`src/rtl/cdq_pkg.sv`:
```
// shared types and constants for the circular double-ended queue
`timescale 1ns / 1ps
package cdq_pkg;

	localparam int unsigned WORD_W = 32;
	localparam int unsigned KIND_W = 2;
	localparam int unsigned STATUS_W = 2;
	localparam int unsigned OCC_W = 5;

	typedef enum logic [KIND_W-1:0] {
		KIND_PUSH_LEFT  = 2'd0,
		KIND_PUSH_RIGHT = 2'd1,
		KIND_POP_LEFT   = 2'd2,
		KIND_POP_RIGHT  = 2'd3
	} kind_t;

	typedef enum logic [STATUS_W-1:0] {
		STATUS_OK    = 2'd0,
		STATUS_EMPTY = 2'd1,
		STATUS_FULL  = 2'd2
	} status_t;

	typedef enum logic [1:0] {
		ST_IDLE = 2'b01,
		ST_READ = 2'b10
	} state_t;

	typedef struct packed {
		logic take_req;
		logic take_read;
	} dp_cmd_t;

	typedef struct packed {
		logic needs_read;
	} dp_status_t;

endpackage

```
`src/rtl/cdq_ifs.sv`:
```
// request and response channel interfaces
`timescale 1ns / 1ps
interface cdq_req_if import cdq_pkg::*; ();
	logic valid;
	logic ready;
	logic [KIND_W-1:0] kind;
	logic signed [WORD_W-1:0] value;

	modport source (output valid, output kind, output value, input ready);
	modport sink (input valid, input kind, input value, output ready);
endinterface

interface cdq_rsp_if import cdq_pkg::*; ();
	logic valid;
	logic ready;
	logic signed [WORD_W-1:0] popped_value;
	logic [STATUS_W-1:0] status;
	logic [OCC_W-1:0] occupancy;
	logic is_empty;

	modport source (output valid, output popped_value, output status, output occupancy,
		output is_empty, input ready);
	modport sink (input valid, input popped_value, input status, input occupancy,
		input is_empty, output ready);
endinterface

```
`src/rtl/cdq_ram.sv`:
```
// generic single-write single-read ram with registered read data
`timescale 1ns / 1ps
module cdq_ram #(
	parameter int unsigned WIDTH = 32,
	parameter int unsigned DEPTH = 16
) (
	input  logic                     clk,
	input  logic                     we,
	input  logic [$clog2(DEPTH)-1:0] waddr,
	input  logic [WIDTH-1:0]         wdata,
	input  logic                     re,
	input  logic [$clog2(DEPTH)-1:0] raddr,
	output logic [WIDTH-1:0]         rdata
);

	logic [WIDTH-1:0] mem_q [DEPTH];
	logic [WIDTH-1:0] rdata_q;

	always_ff @(posedge clk) begin
		if (we) begin
			mem_q[waddr] <= wdata;
		end
		if (re) begin
			rdata_q <= mem_q[raddr];
		end
	end

	assign rdata = rdata_q;

endmodule

```
`src/rtl/cdq_ctrl.sv`:
```
// controller: request acceptance, read wait and response valid
`timescale 1ns / 1ps
module cdq_ctrl import cdq_pkg::*; (
	input  logic       clk,
	input  logic       arst_n,
	input  logic       req_valid,
	output logic       req_ready,
	output logic       rsp_valid,
	input  logic       rsp_ready,
	input  dp_status_t dp_status,
	output dp_cmd_t    cmd
);

	state_t state_q;
	state_t state_d;
	logic   rsp_valid_q;
	logic   rsp_valid_d;
	logic   accept;

	assign req_ready = (state_q == ST_IDLE) && (!rsp_valid_q || rsp_ready);
	assign accept = req_ready && req_valid;
	assign rsp_valid = rsp_valid_q;

	always_comb begin
		cmd.take_req = accept;
		cmd.take_read = 1'b0;
		state_d = state_q;
		rsp_valid_d = rsp_valid_q && !rsp_ready;
		case (state_q)
			ST_IDLE: begin
				if (accept) begin
					rsp_valid_d = !dp_status.needs_read;
					if (dp_status.needs_read) begin
						state_d = ST_READ;
					end
				end
			end
			ST_READ: begin
				cmd.take_read = 1'b1;
				rsp_valid_d = 1'b1;
				state_d = ST_IDLE;
			end
			default: begin
				state_d = ST_IDLE;
				rsp_valid_d = 1'b0;
			end
		endcase
	end

	always_ff @(posedge clk or negedge arst_n) begin
		if (!arst_n) begin
			state_q <= ST_IDLE;
			rsp_valid_q <= 1'b0;
		end else begin
			state_q <= state_d;
			rsp_valid_q <= rsp_valid_d;
		end
	end

endmodule

```
`src/rtl/cdq_datapath.sv`:
```
// datapath: pointers, count, entry store and response register
`timescale 1ns / 1ps
module cdq_datapath import cdq_pkg::*; #(
	parameter int unsigned DEPTH = 16
) (
	input  logic                       clk,
	input  logic                       arst_n,
	input  dp_cmd_t                    cmd,
	output dp_status_t                 dp_status,
	input  logic [KIND_W-1:0]          kind,
	input  logic signed [WORD_W-1:0]   value,
	output logic signed [WORD_W-1:0]   popped_value,
	output logic [STATUS_W-1:0]        status,
	output logic [OCC_W-1:0]           occupancy,
	output logic                       is_empty
);

	localparam int unsigned PW = $clog2(DEPTH);
	localparam int unsigned CW = $clog2(DEPTH + 1);
	localparam logic [PW-1:0] LAST = PW'(DEPTH - 1);
	localparam logic [CW-1:0] FULL_COUNT = CW'(DEPTH);

	logic [PW-1:0] left_q, left_d;
	logic [PW-1:0] right_q, right_d;
	logic [CW-1:0] count_q, count_d;
	logic [CW+OCC_W-1:0] count_ext;

	logic signed [WORD_W-1:0] popped_value_q;
	status_t status_q, status_d;
	logic [OCC_W-1:0] occupancy_q;
	logic is_empty_q;

	kind_t kind_dec;
	logic is_push, q_empty, q_full, push_ok, pop_ok;
	logic we, re;
	logic [PW-1:0] waddr, raddr;
	logic [WORD_W-1:0] rdata;

	function automatic logic [PW-1:0] wrap_inc(input logic [PW-1:0] p);
		return (p == LAST) ? '0 : p + 1'b1;
	endfunction

	function automatic logic [PW-1:0] wrap_dec(input logic [PW-1:0] p);
		return (p == '0) ? LAST : p - 1'b1;
	endfunction

	assign kind_dec = kind_t'(kind);
	assign is_push = (kind_dec == KIND_PUSH_LEFT) || (kind_dec == KIND_PUSH_RIGHT);
	assign q_empty = (count_q == '0);
	assign q_full = (count_q == FULL_COUNT);
	assign push_ok = is_push && !q_full;
	assign pop_ok = !is_push && !q_empty;
	assign dp_status.needs_read = pop_ok;

	always_comb begin
		left_d = left_q;
		right_d = right_q;
		count_d = count_q;
		status_d = STATUS_OK;
		waddr = '0;
		raddr = right_q;
		case (kind_dec)
			KIND_PUSH_LEFT, KIND_PUSH_RIGHT: begin
				if (q_full) begin
					status_d = STATUS_FULL;
				end else begin
					count_d = count_q + 1'b1;
					if (q_empty) begin
						left_d = '0;
						right_d = '0;
						waddr = '0;
					end else if (kind_dec == KIND_PUSH_LEFT) begin
						left_d = wrap_dec(left_q);
						waddr = left_d;
					end else begin
						right_d = wrap_inc(right_q);
						waddr = right_d;
					end
				end
			end
			KIND_POP_LEFT, KIND_POP_RIGHT: begin
				raddr = (kind_dec == KIND_POP_LEFT) ? left_q : right_q;
				if (q_empty) begin
					status_d = STATUS_EMPTY;
				end else begin
					count_d = count_q - 1'b1;
					if (count_q == CW'(1)) begin
						left_d = '0;
						right_d = '0;
					end else if (kind_dec == KIND_POP_LEFT) begin
						left_d = wrap_inc(left_q);
					end else begin
						right_d = wrap_dec(right_q);
					end
				end
			end
			default: begin
				status_d = STATUS_OK;
			end
		endcase
	end

	assign we = cmd.take_req && push_ok;
	assign re = cmd.take_req && pop_ok;
	assign count_ext = {{OCC_W{1'b0}}, count_d};

	cdq_ram #(
		.WIDTH(WORD_W),
		.DEPTH(DEPTH)
	) u_store (
		.clk  (clk),
		.we   (we),
		.waddr(waddr),
		.wdata(value),
		.re   (re),
		.raddr(raddr),
		.rdata(rdata)
	);

	always_ff @(posedge clk or negedge arst_n) begin
		if (!arst_n) begin
			left_q <= '0;
			right_q <= '0;
			count_q <= '0;
		end else if (cmd.take_req) begin
			left_q <= left_d;
			right_q <= right_d;
			count_q <= count_d;
		end
	end

	always_ff @(posedge clk) begin
		if (cmd.take_req) begin
			popped_value_q <= '0;
			status_q <= status_d;
			occupancy_q <= count_ext[OCC_W-1:0];
			is_empty_q <= (count_d == '0);
		end else if (cmd.take_read) begin
			popped_value_q <= rdata;
		end
	end

	assign popped_value = popped_value_q;
	assign status = status_q;
	assign occupancy = occupancy_q;
	assign is_empty = is_empty_q;

endmodule

```
`src/rtl/circular_double_ended_queue.sv`:
```
// top level of the circular double-ended queue
// a push or rejected request gives its response in the cycle after the transaction
// a successful pop gives its response via the registered ram read, then the read state
// throughput: one transaction per cycle for pushes and rejected requests unless rsp stalls
// a successful pop blocks the next request until its read state is done
// reset clears pointers, count and response valid; store contents are not cleared
`timescale 1ns / 1ps
module circular_double_ended_queue import cdq_pkg::*; #(
	parameter int unsigned DEPTH = 16
) (
	input logic       clk,
	input logic       arst_n,
	cdq_req_if.sink   req,
	cdq_rsp_if.source rsp
);

	dp_cmd_t    cmd;
	dp_status_t dp_status;

	cdq_ctrl u_ctrl (
		.clk      (clk),
		.arst_n   (arst_n),
		.req_valid(req.valid),
		.req_ready(req.ready),
		.rsp_valid(rsp.valid),
		.rsp_ready(rsp.ready),
		.dp_status(dp_status),
		.cmd      (cmd)
	);

	cdq_datapath #(
		.DEPTH(DEPTH)
	) u_datapath (
		.clk         (clk),
		.arst_n      (arst_n),
		.cmd         (cmd),
		.dp_status   (dp_status),
		.kind        (req.kind),
		.value       (req.value),
		.popped_value(rsp.popped_value),
		.status      (rsp.status),
		.occupancy   (rsp.occupancy),
		.is_empty    (rsp.is_empty)
	);

endmodule

```
`src/flat_wrapper.sv`:
```
// flat-port wrapper written by rule: the top's interface ports become plain ports
module circular_double_ended_queue_flat import cdq_pkg::*;
#(
	parameter int unsigned DEPTH = 16
)
  (clk, arst_n, req_valid, req_kind, req_value, req_ready, rsp_valid, rsp_popped_value, rsp_status, rsp_occupancy, rsp_is_empty, rsp_ready);
  cdq_req_if req_i ();
  cdq_rsp_if rsp_i ();
  input logic clk;
  input logic arst_n;
  input wire logic [$bits(req_i.valid)-1:0] req_valid;
  input wire logic [$bits(req_i.kind)-1:0] req_kind;
  input wire logic [$bits(req_i.value)-1:0] req_value;
  output wire logic [$bits(req_i.ready)-1:0] req_ready;
  output wire logic [$bits(rsp_i.valid)-1:0] rsp_valid;
  output wire logic [$bits(rsp_i.popped_value)-1:0] rsp_popped_value;
  output wire logic [$bits(rsp_i.status)-1:0] rsp_status;
  output wire logic [$bits(rsp_i.occupancy)-1:0] rsp_occupancy;
  output wire logic [$bits(rsp_i.is_empty)-1:0] rsp_is_empty;
  input wire logic [$bits(rsp_i.ready)-1:0] rsp_ready;
  assign req_i.valid = req_valid;
  assign req_i.kind = req_kind;
  assign req_i.value = req_value;
  assign req_ready = req_i.ready;
  assign rsp_valid = rsp_i.valid;
  assign rsp_popped_value = rsp_i.popped_value;
  assign rsp_status = rsp_i.status;
  assign rsp_occupancy = rsp_i.occupancy;
  assign rsp_is_empty = rsp_i.is_empty;
  assign rsp_i.ready = rsp_ready;
  circular_double_ended_queue #(.DEPTH(DEPTH)) u_core (.clk(clk), .arst_n(arst_n), .req(req_i), .rsp(rsp_i));
endmodule
```
`config.mk`:
```
export PLATFORM = sky130hd
export DESIGN_NAME = circular_double_ended_queue_flat
export DESIGN_NICKNAME = d
export VERILOG_FILES = /design/src/rtl/cdq_pkg.sv /design/src/rtl/cdq_ifs.sv /design/src/rtl/cdq_ram.sv /design/src/rtl/cdq_ctrl.sv /design/src/rtl/cdq_datapath.sv /design/src/rtl/circular_double_ended_queue.sv /design/src/flat_wrapper.sv
export SDC_FILE = /design/constraint.sdc
export NUM_CORES = 1
export LEC_CHECK = 0
export ABC_AREA = 1
export BUFFER_PORTS_ARGS = -buffer_cell sky130_fd_sc_hd__buf_4
export CAP_MARGIN = 10
export CELL_PAD_IN_SITES_DETAIL_PLACEMENT = 1
export CELL_PAD_IN_SITES_GLOBAL_PLACEMENT = 1
export CORE_ASPECT_RATIO = 0.9
export CORE_UTILIZATION = 45
export CTS_CLUSTER_DIAMETER = 200
export DETAILED_ROUTE_END_ITERATION = 7
export GPL_TIMING_DRIVEN = 0
export PLACE_DENSITY_LB_ADDON = 0.1
export SYNTH_ARGS = -nofsm -noshare
export SYNTH_HDL_FRONTEND = slang
export SYNTH_HIERARCHICAL = 1
export SYNTH_SLANG_ARGS = --single-unit
```
`constraint.sdc`:
```
create_clock -name clk -period 3.35 [get_ports clk]
set_clock_uncertainty 0.2 [all_clocks]
set_input_delay 0.8375 -clock clk [delete_from_list [all_inputs] [get_ports clk]]
set_output_delay 0.8375 -clock clk [all_outputs]
set_load 0.005 [all_outputs]
```
; After elaboration in Yosys (flattened, before gate mapping)
; Memory sizes are Yosys's and may differ from the RTL's. A register that Yosys moved wholly into a read port is not among the register bits.
; Index checks and enable logic that the tools add are counted.
[op_classes]
addsub = 6
n_mul = 0
n_div = 0
magnitude_cmp = 0
n_eq_ne = 17
shifts = 0
muxes = 38
n_bitwise = 0
n_reduce_logical = 25
[ops]
columns = operator, n
row1 = two-way mux 4 bit, 22
row2 = case mux 4 bit (2 select lines), 2
row3 = "!= test 3 bit, second input constant", 4
row4 = zero test 5 bit, 2
row5 = two-way mux 5 bit, 2
row6 = case mux 5 bit (2 select lines), 1
row7 = AND reduction 5 bit, 2
row8 = "adder 4 x 1 -> 4 bit, second input constant", 2
row9 = "equality test 4 bit, second input constant", 2
row10 = zero test 4 bit, 2
row11 = two-way mux 2 bit, 4
row12 = "!= test 2 bit, second input constant", 4
row13 = "subtractor 4 x 1 -> 4 bit, second input constant", 2
row14 = logical AND 1 bit, 7
row15 = "equality test 2 bit, second input constant", 3
row16 = zero test 1 bit, 6
row17 = "adder 5 x 1 -> 5 bit, second input constant", 1
row18 = "equality test 5 x 1 -> 1 bit, second input constant", 1
row19 = "equality test 5 bit, second input constant", 1
row20 = two-way mux 1 bit, 5
row21 = "subtractor 5 x 1 -> 5 bit, second input constant", 1
row22 = "equality test 2 x 1 -> 1 bit, second input constant", 2
row23 = case mux 2 bit (2 select lines), 1
row24 = OR reduction 2 bit, 2
row25 = 4 further kinds, 5
[word_totals]
ff_bits = 56
latch_bits = 0
ramBits = 512
mem_bits_ro = 0
output_inout_bits = 42
memories = 1
[memory_table]
columns = memory, depth, word_bits, read_ports, rd_clocked_by_memory_dff, wr, line
row1 = u_core.u_datapath.u_store.mem_q, 16, 32, 1, 1, 1, cdq_ram.sv:16  ; logic [WIDTH-1:0] mem_q [DEPTH];

; Logic depth before layout (Yosys ltp)
; Gate-level depths: netlist (run 1).
[depth]
ltp_word = 7
depth_mapped = 14
depth_no_buf = 11

; Hierarchy
; The synthesis (run 1) kept the hierarchy.
[by_module_without_submodules]
columns = module, instances, cells_per_inst, area_each_um2
row1 = cdq_ram, 1, 2120, 23050.9
row2 = cdq_datapath, 1, 351, 2691.3
row3 = cdq_ctrl, 1, 23, 188.9

; Least setup slack after synthesis (run 1)
; Ideal clock, no wire load.
[synth_path]
kind = input to register
from = input rsp_ready
to = memory u_core.u_datapath.u_store.mem_q[12][0] (enable)
setup_time_ps = 421
t_arrival_ps = 3266
required_time_ps = 2729
setup_slack_ps = -537
path_stages = 9
path_buffers = 2
path_cell_list = inv_1 -> nand2_2 -> and3_2 -> buf_4 -> inv_1 -> clkbuf_1 -> nor2_1 -> nand3_1 -> nor2_1
[synth_via]
elab_chain_len = 6
[synth_lines]
columns = element, line
row1 = from (decl), flat_wrapper.sv:20  ; input wire logic [$bits(rsp_i.ready)-1:0] rsp_ready;
row2 = logical OR 1 bit, cdq_ctrl.sv:20  ; assign req_ready = (state_q == ST_IDLE) && (!rsp_valid_q || rsp_ready);
row3 = logical AND 1 bit, cdq_ctrl.sv:20
row4 = logical AND 1 bit, cdq_ctrl.sv:21  ; assign accept = req_ready && req_valid;
row5 = via u_core.u_ctrl.accept, cdq_ctrl.sv:18  ; logic accept;
row6 = logical AND 1 bit, cdq_datapath.sv:103  ; assign we = cmd.take_req && push_ok;
row7 = via u_core.u_datapath.we, cdq_datapath.sv:35  ; logic we, re;
row8 = two-way mux 1 bit, cdq_ram.sv:20  ; if (we) begin
row9 = two-way mux 1 bit (not written as such), cdq_ram.sv:21  ; mem_q[waddr] <= wdata;
row10 = to (decl), cdq_ram.sv:16
; The timed path passes the listed nets, and every way through them passes these cells.

; Final worst setup path (run 1)
[layout_path]
from = register u_core.u_datapath.count_q[0]
to = memory u_core.u_datapath.u_store.mem_q[3][14] (enable)
[layout_via]
elab_cells_between_ends = 10
classes_between = 1 x eq/ne / 5 x mux / 4 x reduce/logical
[layout_lines]
columns = element, line
row1 = from (decl), cdq_datapath.sv:25  ; logic [CW-1:0] count_q, count_d;
row2 = from (signal assigned), cdq_datapath.sv:128  ; count_q <= count_d;
row3 = zero test 5 bit, cdq_datapath.sv:49  ; assign q_empty = (count_q == '0);
row4 = two-way mux 4 bit, cdq_datapath.sv:68  ; if (q_empty) begin
row5 = two-way mux 4 bit *, cdq_datapath.sv:64  ; if (q_full) begin
row6 = two-way mux 4 bit *, cdq_datapath.sv:62  ; case (kind_dec)
row7 = via u_core.u_datapath.waddr[1], cdq_datapath.sv:36  ; logic [PW-1:0] waddr, raddr;
; Mark *: on every way through the listed nets, which the timed path passes. The rest lies on a longest branch.

==> flow_metrics.env, run 1 <==
export IMPL_die_area_um2=58600
export IMPL_async_reset_ff_frac=0.0267
export IMPL_num_vias=18600
export IMPL_synthTopCellsByCount="nand2_1 (740), edfxtp_1 (552), inv_1 (419)"
export IMPL_max_cap_viol_count=0
export IMPL_root_buffer="clkbuf_16"
export IMPL_postRouteAntennaNets=0
export IMPL_start_kind="flop"
export IMPL_ioPinCount=80
export IMPL_synth_distinct_cells=39
export IMPL_synthCells=2494
export IMPL_fp_dieW_um=255
export IMPL_io_buffers=78
export IMPL_fmaxAchievable_ghz=0.302
export IMPL_synthFlopType="edfxtp_1"
export IMPL_setup_viol=0
export IMPL_hold_viol=0
export IMPL_arrival_ns=3.41
export IMPL_clock_latency_ns=0.61
export IMPL_rows=83
export IMPL_drt_pass1_iter_count=5
export IMPL_dp_cells=3351
export IMPL_synth_compound_area_share=0.0140
export IMPL_drt_iter0_drc=1416
export IMPL_cts_reportedPaths_clkPinSlew_ns=0.06
export IMPL_post_drt_via_cell_ratio=5.31
export IMPL_routedWlPerCell_um=23.6
export IMPL_multiInputGateArea_um2=6120
export IMPL_drc=0
export IMPL_final_cells=3507
export IMPL_grt_pass1_vias=19500
export IMPL_grt_max_degree=19
export IMPL_synthesis_area_um2=25900
export IMPL_synth_top_area_frac=0.639
export IMPL_synthXorXnorAreaFrac=0.00203
export IMPL_powerDensity_nw_per_um2=815
export IMPL_leakage_uw=0.0131
export IMPL_clockBufferDepth=3
export IMPL_synthAdderAreaFrac=0.00483
export IMPL_yosysMostFrequentCell="nand2_1"
export IMPL_period_share=0.987
export IMPL_core_area_um2=57000
export IMPL_cts_buffers=67
export IMPL_nNetsFinal=2735
export IMPL_gp_congestion=0.837
export IMPL_seq_area_um2=17600
export IMPL_totalWireLength_mm=82.7
export IMPL_path_class="reg2reg"
export IMPL_synthMuxAreaShare=0
export IMPL_tritoncts="yes"
export IMPL_tightest_slew_ns=1.14
export IMPL_synth_nets=2542
export IMPL_pre_cts_slack_ns=-1.01
export IMPL_hold_class="reg2reg"
export IMPL_synth_area_leader_cell="edfxtp_1"
export IMPL_path_max_fanout=16
export IMPL_synth_edf_count=552
export IMPL_synth_top_family_by_area="simple AND/OR/NAND/NOR gates"
export IMPL_grt_pass1_wl_mm=123
export IMPL_ir_drop_mv=0.498
export IMPL_fin_ws_ns=0.0432
export IMPL_cp_end_kind="flop"
export IMPL_slew_headroom=0.240
export IMPL_ys_seq_area_frac=0.679
export IMPL_die_h_um=230
export IMPL_drive_gt1_frac=0.129
export IMPL_final_min_clock_period_ns=3.31
export IMPL_htreeDepth=3
export IMPL_cp_required_ns=3.46
export IMPL_final_max_slew_violation_count=0
export IMPL_fillers=6137
export IMPL_rsz0062_at_grt="yes"
export IMPL_diodes=0
export IMPL_hold_ws_ns=0.277
export IMPL_power_uw=24900
export IMPL_ys_ff_latch=600
export IMPL_status="completed"
export IMPL_syn_to_final_growth_pct=18.1
export IMPL_synth_area_top_cells="edfxtp_1 (64%), nand2_1 (11%), nand3_1 (7.8%)"
export IMPL_clock_sinks=600
export IMPL_synthSimpleGateAreaFrac=0.208
export IMPL_ys_warn_count=6
export IMPL_antenna_found_initial=0
export IMPL_start_util=0.455
export IMPL_dpl_hpwl_mm=53.1
export IMPL_syn_avg_cell_area_um2=10.4
export IMPL_track_usage=0.290
export IMPL_grt_overflow=0
==> worst max-delay path: stages (launching register included) <==
cell and delay [ns]:
dfrtp_1 0.44, inv_1 0.15, ha_1 0.33, nand2_1 0.13, nand2_1 0.09, a211oi_1 0.49, nand2_1 0.57, nor2_4 0.36
buf_16 0.21
==> routing by layer <==
layer | global-route usage | routed length, um
met1 | 0.385 | 35300
met2 | 0.490 | 40900
met3 | 0.0444 | 4430
met4 | 0.0874 | 2050
met5 | 0 | 0
==> state kept, by name (all words and copies together) (netlist names), 2 cells and up <==
name                             flops
u_core/u_datapath/popped_value      32
u_core/u_datapath/occupancy          5
u_core/u_datapath/status             2
u_core/u_datapath/count_q            5
u_core/u_datapath/u_store/mem_q    512
u_core/u_datapath/left_q             4
u_core/u_ctrl/state_q                2
u_core/u_datapath/right_q            4
u_core/u_datapath/u_store/rdata     32
==> cells by family (layout without fill, tap and decap cells) <==
group,Yosys count,count (layout)
buffers and inverters,547,791
AO/OA/AOI/OAI,68,68
AND/OR/NAND/NOR,1263,1267
adder cells (fa/ha/maj),10,10
flip-flops,600,600
XOR/XNOR,6,6
==> worst paths after layout <==
kind / startpoint / endpoint / slack (ns) / cells past startpoint
min in group asynchronous: arst_n / u_core/u_datapath/left_q[3] / 0.44 / 2
setup reg to reg: u_core/u_datapath/count_q[0] / u_core/u_datapath/u_store/mem_q[3][14] / 0.04 / 8
hold reg to reg: u_core/u_datapath/u_store/rdata[26] / u_core/u_datapath/popped_value[26] / 0.28 / 2
hold / removal: u_core/u_datapath/u_store/rdata[26] / u_core/u_datapath/popped_value[26] / 0.28 / 2
setup / recovery: u_core/u_datapath/count_q[0] / u_core/u_datapath/u_store/mem_q[3][14] / 0.04 / 8
max in group asynchronous: arst_n / u_core/u_ctrl/state_q[0] / 2.24 / 2
==> power breakdown <==
| group | total [uW] | switching (uW) | internal [uW] |
|---|---|---|---|
| sequential | 9220 | 295 | 8920 |
| clock | 7320 | 3040 | 4290 |
| combinational | 8410 | 5870 | 2540 |
==> cell usage in the layout (no fill, tap or decap), drive strengths merged, types with 2 or more instances in the layout <==
master / instances
nand2: 749
edfxtp: 552
inv: 431
nand3: 405
buf: 215
clkbuf: 117
nor2: 104
o21ai: 51
dfxtp: 32
clkinv: 23
dfrtp: 15
ha: 10
a21oi: 9
nand4: 5
bufinv: 4
xor2: 3
xnor2: 3
a31oi: 3
o22ai: 3
a211oi: 2
nand3b: 2
==> area by class of cell <==
cell class	instances	share of cell area
inverters	428	0.0526
flip-flops and latches	600	0.576
clock buffers	94	0.0621
plain buffers	118	0.0251
multi-input cells	1351	0.200
clock inverters	30	0.00903
repair buffers	121	0.0445
well taps	765	0.0313
==> what timing repair did <==
action | in CTS | in global routing
buffers inserted | 27 | 1
resized for setup | 7 | 3
hold endpoints to repair | 15 | 0
cloned | 4 | 0
hold buffers | 1 | 0
setup endpoints to repair | 512 | 515
pin swaps | 19 | 0
==> stage by stage <==
step	area, um2	utilization	TNS [ns]
2_1_floorplan	26000	-	-67.33
3_3_place_gp	27600	0.483	-754.37
3_5_place_dp	27900	0.490	-376.98
4_1_cts	30600	0.537	0
5_1_grt	30600	0.537	-14.65
6_report	30600	0.537	0
No activity file was read; power rests on OpenSTA's default activity.
==> inputs of run 2 (changes only) <==
--- a/config.mk
+++ b/config.mk
@@ -10,13 +10,11 @@
 export CAP_MARGIN = 10
 export CELL_PAD_IN_SITES_DETAIL_PLACEMENT = 1
 export CELL_PAD_IN_SITES_GLOBAL_PLACEMENT = 1
-export CORE_ASPECT_RATIO = 0.9
-export CORE_UTILIZATION = 45
+export CORE_UTILIZATION = 49
 export CTS_CLUSTER_DIAMETER = 200
 export DETAILED_ROUTE_END_ITERATION = 7
 export GPL_TIMING_DRIVEN = 0
 export PLACE_DENSITY_LB_ADDON = 0.1
 export SYNTH_ARGS = -nofsm -noshare
 export SYNTH_HDL_FRONTEND = slang
-export SYNTH_HIERARCHICAL = 1
 export SYNTH_SLANG_ARGS = --single-unit
==> constraint.sdc (replaced) <==
create_clock -name clk -period 3.05 [get_ports clk]
set_clock_uncertainty 0.2 [all_clocks]
set_input_delay 0.7625 -clock clk [delete_from_list [all_inputs] [get_ports clk]]
set_output_delay 0.7625 -clock clk [all_outputs]
set_load 0.005 [all_outputs]
==> run 2 against run 1 <==
Against the previous run: the flow now finishes with violations (DRC); synthesized cell count is 5.1% higher; cell area is 0.72% higher; total power is 9.3% higher; critical path depth is 1 lower; hold slack worse by 0.026 ns; clock power is 11% higher; worst setup slack worse by 0.022 ns; highest routed layer unchanged.
==> flow_metrics.env, run 2 <==
export IMPL_drive_gt1_frac=0.119
export IMPL_drt_pass1_iter_count=8
export IMPL_ys_ff_latch=600
export IMPL_ys_warn_count=0
export IMPL_cp_end_kind="flop"
export IMPL_syn_avg_cell_area_um2=10.1
export IMPL_io_buffers=79
export IMPL_cts_buffers=67
export IMPL_top_register="u_core.u_datapath.u_store.mem_q"
export IMPL_setup_viol=0
export IMPL_post_drt_via_cell_ratio=5.75
export IMPL_grt_pass1_vias=21400
export IMPL_status="finished, violations left"
export IMPL_ioPinCount=80
export IMPL_dpl_hpwl_mm=59.5
export IMPL_synth_top_area_frac=0.627
export IMPL_grt_overflow=0
export IMPL_fp_dieW_um=234
export IMPL_grt_max_degree=35
export IMPL_powerDensity_nw_per_um2=884
export IMPL_start_util=0.500
export IMPL_hold_class="in2reg"
export IMPL_drc=18
export IMPL_final_cell_mix="nand3_1 (626), inv_1 (578), nand2_1 (568)"
export IMPL_fin_ws_ns=0.0211
export IMPL_dpl_cell_area_um2=28300
export IMPL_totalWireLength_mm=91.2
export IMPL_ir_drop_mv=0.582
export IMPL_period_share=0.993
export IMPL_synth_area_top_cells="edfxtp_1 (63%), nand3_1 (12%), inv_1 (8.2%)"
export IMPL_synthTopCellsByCount="nand3_1 (630), inv_1 (578), nand2_1 (568)"
export IMPL_ys_seq_area_frac=0.667
export IMPL_cts_reportedPaths_clkPinSlew_ns=0.06
export IMPL_rsz0062_at_grt="no"
export IMPL_leakage_uw=0.0136
export IMPL_tightest_slew_ns=1.04
export IMPL_die_area_um2=54800
export IMPL_seq_power_share=0.366
export IMPL_slew_headroom=0.304
export IMPL_drt_iter0_drc=2012
export IMPL_hold_viol=0
export IMPL_cp_required_ns=3.17
export IMPL_final_max_slew_violation_count=0
export IMPL_violations="DRC"
export IMPL_largest_register_ffs=512
export IMPL_clock_latency_ns=0.63
export IMPL_gp_congestion=0.871
export IMPL_synthesis_area_um2=26400
export IMPL_track_usage=0.340
export IMPL_postRouteAntennaNets=0
export IMPL_tns_ns=0
export IMPL_root_buffer="clkbuf_16"
export IMPL_grt_pass1_wl_mm=133
export IMPL_tritoncts="yes"
export IMPL_final_common_cell="nand3_1"
export IMPL_path_max_fanout=10
export IMPL_pre_cts_slack_ns=-0.869
export IMPL_synthFlopType="edfxtp_1"
export IMPL_arrival_ns=3.15
export IMPL_async_reset_ff_frac=0.0267
export IMPL_internal_power_uw=16900
export IMPL_synthCells=2622
export IMPL_final_util=0.583
export IMPL_hold_ws_ns=0.251
export IMPL_clock_sinks=600
export IMPL_path_class="reg2reg"
export IMPL_synth_area_leader_cell="edfxtp_1"
export IMPL_clockBufferDepth=3
export IMPL_num_vias=20400
export IMPL_start_kind="flop"
export IMPL_power_switching_uw=10400
export IMPL_antenna_found_initial=4
export IMPL_fmaxAchievable_ghz=0.330
export IMPL_synth_edf_count=552
export IMPL_die_h_um=234
export IMPL_finalInstanceArea_um2=30800
export IMPL_htreeDepth=3
export IMPL_switching_share=0.381
export IMPL_synth_distinct_cells=30
export IMPL_synth_nets=2670
export IMPL_yosysMostFrequentCell="nand3_1"
export IMPL_clkPwrFrac=0.298
export IMPL_final_min_clock_period_ns=3.03
export IMPL_rrSetupSlack_ns=0.02
export IMPL_rows=84
export IMPL_syn_to_final_growth_pct=16.7
export IMPL_combPwrFrac=0.336
export IMPL_core_area_um2=52900
export IMPL_max_cap_viol_count=0
export IMPL_routedWlPerCell_um=25.8
export IMPL_nNetsFinal=2853
## run 2: cell count changes after synthesis, moves of 10 or more
| cell | change |
|---|---|
| nor2_1 | -62 |
| nand3_1 | +228 |
| inv_1 | +159 |
| buf_6 | -30 |
| buf_2 | +27 |
| nand2_1 | -172 |
| buf_4 | +16 |
| o21ai_0 | -10 |
## run 2: metal layers
metal / global-route usage / part of all wire / vias up
met2: 0.564 / 0.48 / 1032
met1: 0.419 / 0.38 / 10100
li1: - / - / 8879
met5: 0 / 0 / -
met4: 0.186 / 0.058 / 0
met3: 0.0631 / 0.084 / 312
## run 2: area by class of cell
| class | count | area [um2] |
|---|---|---|
| fill | 5758 | 22000 |
| sequential | 600 | 17600 |
| multi-input combinational | 1310 | 6140 |
| inverter | 580 | 2180 |
| clock buffer | 86 | 1850 |
| timing repair buffer | 114 | 1200 |
| tap | 688 | 861 |
| buffer | 132 | 676 |
| clock inverter | 32 | 303 |
| antenna | 1 | 2.50 |
## run 2: final timing paths
path | cells after the start | from | to
worst min-delay path | 1 | req_value[29] | u_core.u_datapath.u_store.mem_q[9][29]
max in group asynchronous | 2 | arst_n | u_core.u_ctrl.state_q[0]
min in group asynchronous | 2 | arst_n | u_core.u_datapath.left_q[2]
worst min register to register | 4 | u_core.u_datapath.u_store.rdata[28] | u_core.u_datapath.popped_value[28]
worst max register to register | 7 | u_core.u_datapath.left_q[2] | u_core.u_datapath.u_store.rdata[0]
worst max-delay path | 7 | u_core.u_datapath.left_q[2] | u_core.u_datapath.u_store.rdata[0]
## run 2: kinds of logic (layout without fill, tap and decap cells)
group | count (synthesis) | count (layout) | share of synthesized area
and+or+nand+nor | 1246 | 1246 | 0.209
buffers and inverters | 712 | 944 | 0.108
DFF | 600 | 600 | 0.667
AOI/OAI and AO/OA | 47 | 47 | 0.00919
adders and majority gates | 10 | 10 | 0.00474
xor gates and xnor gates | 7 | 7 | 0.00232
other | 0 | 1 | 0
## run 2: worst max-delay path: stages, from the launching register on
cell and delay [ns]:
dfrtp_1 0.43, inv_1 0.22, o21ai_0 0.21, inv_2 0.23, buf_1 0.81, nand3_1 0.24, nand3_1 0.19, nand2_1 0.19
## run 2: what timing repair did
item	in CTS	in global routing
hold buffers	1	0
endpoints found under the hold margin	15	0
buffers inserted	17	1
setup endpoints to repair	533	519
gates cloned	0	0
pin swaps	16	2
gates resized for setup	5	14
## run 2: stage by stage
step / instances / power, uW
6_report: 3543 / 27300
5_1_grt: 3542 / 28200
3_5_place_dp: 3405 / 18800
2_1_floorplan: 2622 / 14900
3_3_place_gp: 3389 / 18400
4_1_cts: 3541 / 26900
## run 2: power by group through the flow
stage | sequential (uW) | clock (uW) | combinational (uW)
after global placement | 10100 | 0 | 8240
after detailed placement | 10100 | 0 | 8660
after global routing | 10000 | 8420 | 9720
after CTS | 9970 | 8130 | 8830
final | 9970 | 8130 | 9150
after floorplan | 10100 | 0 | 4790
